===== config.mk =====
export PLATFORM = sky130hd
export DESIGN_NAME = ftx_ctrl
export DESIGN_NICKNAME = d
export VERILOG_FILES = /design/src/rtl/ftx_pkg.sv /design/src/rtl/ftx_ctrl.sv
export SDC_FILE = /design/constraint.sdc
export NUM_CORES = 1
export LEC_CHECK = 0
export BUFFER_PORTS_ARGS = -buffer_cell sky130_fd_sc_hd__buf_2
export CORE_AREA = 2 2 39 41
export CTS_CLUSTER_DIAMETER = 120
export DETAILED_ROUTE_END_ITERATION = 7
export DIE_AREA = 0 0 41 43
export GPL_TIMING_DRIVEN = 1
export PLACE_DENSITY = 0.68
export SETUP_SLACK_MARGIN = 0.1
export SLEW_MARGIN = 5
export SYNTH_ARGS = -nofsm -noshare
export SYNTH_HDL_FRONTEND = slang
export SYNTH_SLANG_ARGS = --single-unit

===== constraint.sdc =====
create_clock -name clk -period 2.3 [get_ports clk]
set_clock_uncertainty 0.1 [all_clocks]
set_input_delay 0.115 -clock clk [delete_from_list [all_inputs] [get_ports clk]]
set_output_delay 0.115 -clock clk [all_outputs]
set_load 0.1 [all_outputs]

===== src/rtl/ftx_pkg.sv =====
package ftx_pkg;

  typedef enum logic [1:0] {
    REQ_CREATE  = 2'd0,
    REQ_DESTROY = 2'd1,
    REQ_WAIT    = 2'd2,
    REQ_WAKE    = 2'd3
  } req_t;

  typedef enum logic [2:0] {
    ST_OK         = 3'd0,
    ST_BUSY       = 3'd1,
    ST_NOT_FOUND  = 3'd2,
    ST_TABLE_FULL = 3'd3,
    ST_QUEUE_FULL = 3'd4
  } status_t;

  localparam int IdW   = 30;
  localparam int ProcW = 16;

  typedef struct packed {
    logic [1:0]       req_type;
    logic [IdW-1:0]   lock_id;
    logic [ProcW-1:0] process;
  } in_beat_t;

  typedef struct packed {
    logic [2:0]       status;
    logic [IdW-1:0]   new_id;
    logic             wake_valid;
    logic [ProcW-1:0] woken_process;
  } out_beat_t;

  typedef enum logic [3:0] {
    S_IDLE,
    S_FREE_SCAN,
    S_CAND_SCAN,
    S_LOOKUP,
    S_LOOK_RD,
    S_EXEC,
    S_WAKE_RD,
    S_WAKE_WAIT,
    S_DONE
  } state_t;

  // controller to datapath
  typedef struct packed {
    logic capture;    // latch the request
    logic scan_clr;   // reset scan index and flags
    logic scan_step;  // visit one slot
    logic cand_next;  // advance create candidate
    logic rd_slot;    // read slot record at found slot
    logic do_create;
    logic do_destroy;
    logic do_enq;
    logic do_deq_rd;  // issue waiter read
    logic do_deq;     // finish the dequeue
    logic set_result;
    logic [2:0] res_status;
  } ftx_cmd_t;

  // datapath to controller
  typedef struct packed {
    logic [1:0] req_type;
    logic scan_last;
    logic hit;        // candidate/id matched a live slot
    logic free_found;
    logic cand_fail;  // candidate tries exhausted
    logic cnt_zero;
    logic cnt_full;
  } ftx_sts_t;

endpackage


===== src/rtl/ftx_ctrl.sv =====
module ftx_ctrl
  import ftx_pkg::*;
(
  input  logic     clk,
  input  logic     rst_n,
  input  logic     in_valid,
  output logic     in_stall,
  output logic     out_valid,
  input  logic     out_stall,
  input  ftx_sts_t sts,
  output ftx_cmd_t cmd
);

  state_t state_r, state_nxt;
  logic   ov_r, ov_nxt;
  logic   last_seen;

  assign last_seen = sts.scan_last;

  always_ff @(posedge clk) begin
    if (!rst_n) begin
      state_r <= S_IDLE; ov_r <= 1'b0;
    end else begin
      state_r <= state_nxt; ov_r <= ov_nxt;
    end
  end

  always_comb begin
    state_nxt = state_r;
    case (state_r)
      S_IDLE: if (in_valid && !in_stall) state_nxt = S_FREE_SCAN;
      S_FREE_SCAN: begin
        if (last_seen) begin
          if (sts.req_type != REQ_CREATE) state_nxt = sts.hit ? S_LOOK_RD : S_DONE;
          else if (!sts.free_found) state_nxt = S_DONE;
          else if (!sts.hit) state_nxt = S_DONE;
          else if (sts.cand_fail) state_nxt = S_DONE;
          else state_nxt = S_CAND_SCAN;
        end
      end
      S_CAND_SCAN: state_nxt = S_FREE_SCAN;
      S_LOOK_RD:   state_nxt = S_EXEC;
      S_EXEC: begin
        if (sts.req_type == REQ_WAKE && !sts.cnt_zero) state_nxt = S_WAKE_RD;
        else state_nxt = S_DONE;
      end
      S_WAKE_RD:   state_nxt = S_WAKE_WAIT;
      S_WAKE_WAIT: state_nxt = S_DONE;
      S_DONE:      state_nxt = S_IDLE;
      S_LOOKUP:    state_nxt = S_IDLE;
      default:     state_nxt = S_IDLE;
    endcase
  end

  always_comb begin
    cmd = '0;
    ov_nxt = ov_r && out_stall;
    case (state_r)
      S_IDLE: if (in_valid && !in_stall) begin
        cmd.capture = 1'b1; cmd.scan_clr = 1'b1;
      end
      S_FREE_SCAN: begin
        cmd.scan_step = !last_seen;
        if (last_seen) begin
          if (sts.req_type != REQ_CREATE) begin
            if (!sts.hit) begin
              cmd.set_result = 1'b1; cmd.res_status = ST_NOT_FOUND;
            end else cmd.rd_slot = 1'b1;
          end else if (!sts.free_found) begin
            cmd.set_result = 1'b1; cmd.res_status = ST_TABLE_FULL;
          end else if (!sts.hit) begin
            cmd.do_create = 1'b1; cmd.set_result = 1'b1; cmd.res_status = ST_OK;
          end else if (sts.cand_fail) begin
            cmd.set_result = 1'b1; cmd.res_status = ST_TABLE_FULL;
          end else cmd.cand_next = 1'b1;
        end
      end
      S_CAND_SCAN: cmd.scan_clr = 1'b1;
      S_EXEC: begin
        case (sts.req_type)
          REQ_DESTROY: begin
            cmd.set_result = 1'b1;
            if (sts.cnt_zero) begin
              cmd.do_destroy = 1'b1; cmd.res_status = ST_OK;
            end else cmd.res_status = ST_BUSY;
          end
          REQ_WAIT: begin
            cmd.set_result = 1'b1;
            if (sts.cnt_full) cmd.res_status = ST_QUEUE_FULL;
            else begin
              cmd.do_enq = 1'b1; cmd.res_status = ST_OK;
            end
          end
          REQ_WAKE: begin
            if (sts.cnt_zero) begin
              cmd.set_result = 1'b1; cmd.res_status = ST_OK;
            end else cmd.do_deq_rd = 1'b1;
          end
          default: ;
        endcase
      end
      S_WAKE_WAIT: begin
        cmd.do_deq = 1'b1; cmd.set_result = 1'b1; cmd.res_status = ST_OK;
      end
      S_DONE: ov_nxt = 1'b1;
      default: ;
    endcase
  end

  // candidate-scan state restarts the scan index after the candidate bump
  assign in_stall  = (state_r != S_IDLE) || ov_r;
  assign out_valid = ov_r;

endmodule


==> results by stage <==
Run status:
- The flow ran to the end, and the final reports show no timing, DRC or antenna violations.

Logic synthesis:
- The synthesized netlist devotes 51.0% of its cell area to simple gates.
- The area fraction in compound gates after synthesis is 22.4%.
- Summing the areas of all xor and xnor instances in the mapped netlist gives 0% of the synthesized area.
- The number of nets produced by synthesis is 74.
- The number of synthesized flops with an enable pin is 0.
- Counting instances in the post-synthesis netlist gives the leading cell types as nor2_1 (12), inv_1 (6), dfxtp_1 (5).
- The Yosys warning count is 0.
- The count of different cell masters after synthesis is 28.
- Synthesis inferred 5 register bits.
- Summed over all instances, the cell type with the most area after synthesis is dfxtp_1.
- The dominant register cell in the synthesized netlist is dfxtp_1.
- In the post-synthesis netlist, the biggest area contributors are dfxtp_1 (21%), a2111oi_2 (9.4%), nor2_1 (9.4%), nand3b_1 (6.3%), nor4b_4 (4.9%).
- The cell area that synthesis handed to floorplanning was 480 um2.
- Dividing the synthesized area by the synthesized cell count gives 7.75 um2.
- The adder and majority gate portion of the synthesized area is 0%.
- The synthesized design devotes to its leading area cell type 20.8% of total area.
- Of all flip-flops after synthesis, the portion carrying an async set or reset was 0%.
- The most frequent cell after synthesis is nor2_1.
- The number of instances in the synthesized netlist is 62.
- The sequential share of the synthesized area is 20.8%.
- The combinational family with the most area after synthesis is simple AND/OR/NAND/NOR gates.
- The portion of synthesized area spent on multiplexers is 0%.

GRT:
- Global routing consumed, over all layers together, 16.2% of the routing resources.
- The wire length of the first global-routing pass is 2010 um.
- The total global routing overflow is 0.
- The via count of the first global-routing pass came to 499.
- Entering global routing, the biggest net connects 10 pins.
- The number of antenna violations at the first check in global routing was 0.

Placement:
- The post-DP HPWL is 989 um.
- In this run the tool buffered the top-level ports with 27 buffer cells.
- The routability congestion estimate is 0.763.
- After detailed placement, the total cell area comes to 726 um2.

Clock tree:
- For the worst-skew pair, the clock arrives at the later sink with an insertion delay of 0.24 ns.
- After clock tree synthesis, the clock-pin slew on the worst setup and hold paths is 0.05 ns.
- In this run the deepest clock path goes through 2 buffers.
- The TritonCTS clock tree is done.
- Clock tree synthesis found a total of 5 sinks.
- Clock tree synthesis inserted a total of 3 buffers.
- The number of levels in the clock H-tree is 1.
- The root buffer cell is clkbuf_4.
- The number of buffers inserted for hold repair after clock tree synthesis is 0.

Timing:
- The number of failing hold endpoints at the final stage was 0.
- The total count of max-transition violations in the final report came to 0.
- The maximum operating frequency is 479 MHz.
- The final critical-path required period is 2.09 ns.
- The worst hold margin is 0.00176 ns.
- Setup repair after global routing could not meet its margin everywhere.
- For the final routed database, the setup TNS stands at 0 ns.
- The max-slew headroom at the worst pin is 67.7%.
- At the pin with the least slew margin, the transition time is 0.488 ns.
- Setup violations remaining at the end of the flow were counted as 0.
- The final clock period utilization by the worst path is 90.8%.

Floorplanning:
- The effective utilization at floorplan is 34.7%.
- The die covers 1760 um2.
- The number of standard-cell rows in the floorplan is 14.
- From left edge to right edge, the die measures 41 um.
- The chip height is 43 um.
- The number of top-level pins is 28.
- The core region is 1380 um2.

Setup path:
- The category of the worst setup path launch point is a register.
- The class of the most critical setup path is reg -> out.
- The maximum fanout along the worst path is 6.
- The required time of the critical path is 2.09 ns.
- The category of the worst setup path capture point is an output pin.
- The number of cells on the worst reg-to-reg path is 4.
- For the worst setup path, the data arrival time is 1.87 ns.

Final layout:
- In the final design database the tool counted 108 nets.
- Cells with a size suffix above 1 make up 54.7% of the layout.
- The finished cells cover 786 um2.
- The filler cells instantiated in the layout total 126.
- The number of antenna diodes in the final layout is 0.
- The growth of design area from synthesis to finish is 63.5%.

Power:
- For this design the ratio of total power to cell area is 545 nW/um2.
- The standby leakage power is 0.354 nW.
- The maximum ir drop on the vdd rail is 0.000475 V.
- The power after layout is 0.000429 W.

Detailed routing:
- The DRC violation total after the first TritonRoute iteration is 13.
- The residual DRC count is 0.
- The final routed wire length divided by cell count is 11.7 um.
- The detailed router placed 569 vias in this run.
- The post-detailed-route via-to-cell ratio is 5.13.
- The detailed-routing iteration count for the pre-antenna-repair pass is 4.
- The post-detailed-routing wire length is 1300 um.
- In this run the remaining antenna-violating nets after routing total 0.

Run:
- Max-cap violations in this run came to 0.

Min path:
- The class of the tightest hold or removal check is in -> reg.
- Counting instances, the worst hold path has a depth of 3.
## registers in the layout, indices dropped and copies added, names as in the netlist
signal     cells
state_r        4
out_valid      1
## power by group
| group | switching, W | leakage (nW) | total, W | internal, W |
|---|---|---|---|---|
| sequential | 0.00000853 | 0.0412 | 0.000100 | 0.0000918 |
| clock | 0.0000358 | 0.0150 | 0.000101 | 0.0000656 |
| combinational | 0.000165 | 0.298 | 0.000227 | 0.0000618 |
## critical path, cell delays in order (launching register included)
cell and delay, ns:
dfxtp_1 0.39, or2_2 0.37, nor2_1 0.22, nand3b_1 0.16
o22ai_2 0.16, clkbuf_4 0.35
## final cells by class
type	count	area [um2]	area share (%)
sequential	5	101	12.9
clock buffer	4	26.3	3.34
timing repair buffer	30	191	24.4
tap	16	20.0	2.55
inverter	6	22.5	2.87
multi-input combinational	50	424	54.0
## per-layer routing
layer / GRT usage (%) / vias to the layer above / part of all wire [%]
li1: - / 296 / -
met1: 22.8 / 258 / 49
met2: 22.2 / 15 / 47
met3: 8.38 / 0 / 4.5
met4: 2.00 / 0 / 0
met5: 0 / - / 0
## kinds of logic after synthesis
group,count (synthesis)
simple gates,37
buf+inv,7
flops,5
compound gates,13
## stage by stage
step | cells | setup WS, ns | utilization [%]
6_report | 111 | 0.212 | 56.8
5_1_grt | 111 | 0.0650 | 56.8
4_1_cts | 109 | 0.109 | 54.5
3_5_place_dp | 105 | 0.331 | 52.4
3_3_place_gp | 105 | 0.387 | 52.4
2_1_floorplan | 62 | 0.0335 | -
## what timing repair did
action	in CTS	in global routing
endpoints found under the hold margin	0	0
buffers inserted	0	2
pin swaps	0	1
endpoints found under the setup margin	1	10
gates resized for setup	1	6
## final timing paths
check / from / slack, ns / to
setup / recovery: state_r[3]$_SDFFE_PN0P_ / 0.21 / cmd[0]
hold reg to reg: out_valid$_SDFF_PN0_ / 0.42 / out_valid$_SDFF_PN0_
hold / removal: out_stall / 0.002 / out_valid$_SDFF_PN0_
setup reg to reg: state_r[1]$_SDFFE_PN0P_ / 0.63 / state_r[2]$_SDFFE_PN0P_
## placed cells by master (no fill, tap or decap), types with 2 or more instances in the layout
cell,netlist,routed
nand2_1,2,2
nor2b_1,2,2
and2b_1,2,2
a2111oi_2,3,3
dfxtp_1,5,4
inv_1,6,6
clkbuf_4,0,8
buf_2,1,20
nor4_4,1,2
nand3_1,2,2
nor2_1,12,8
nor4b_4,1,2
nand3b_1,4,4
buf_4,0,3
nor3_1,2,2
nor2_2,0,3
(Power assumes the default switching activity.)
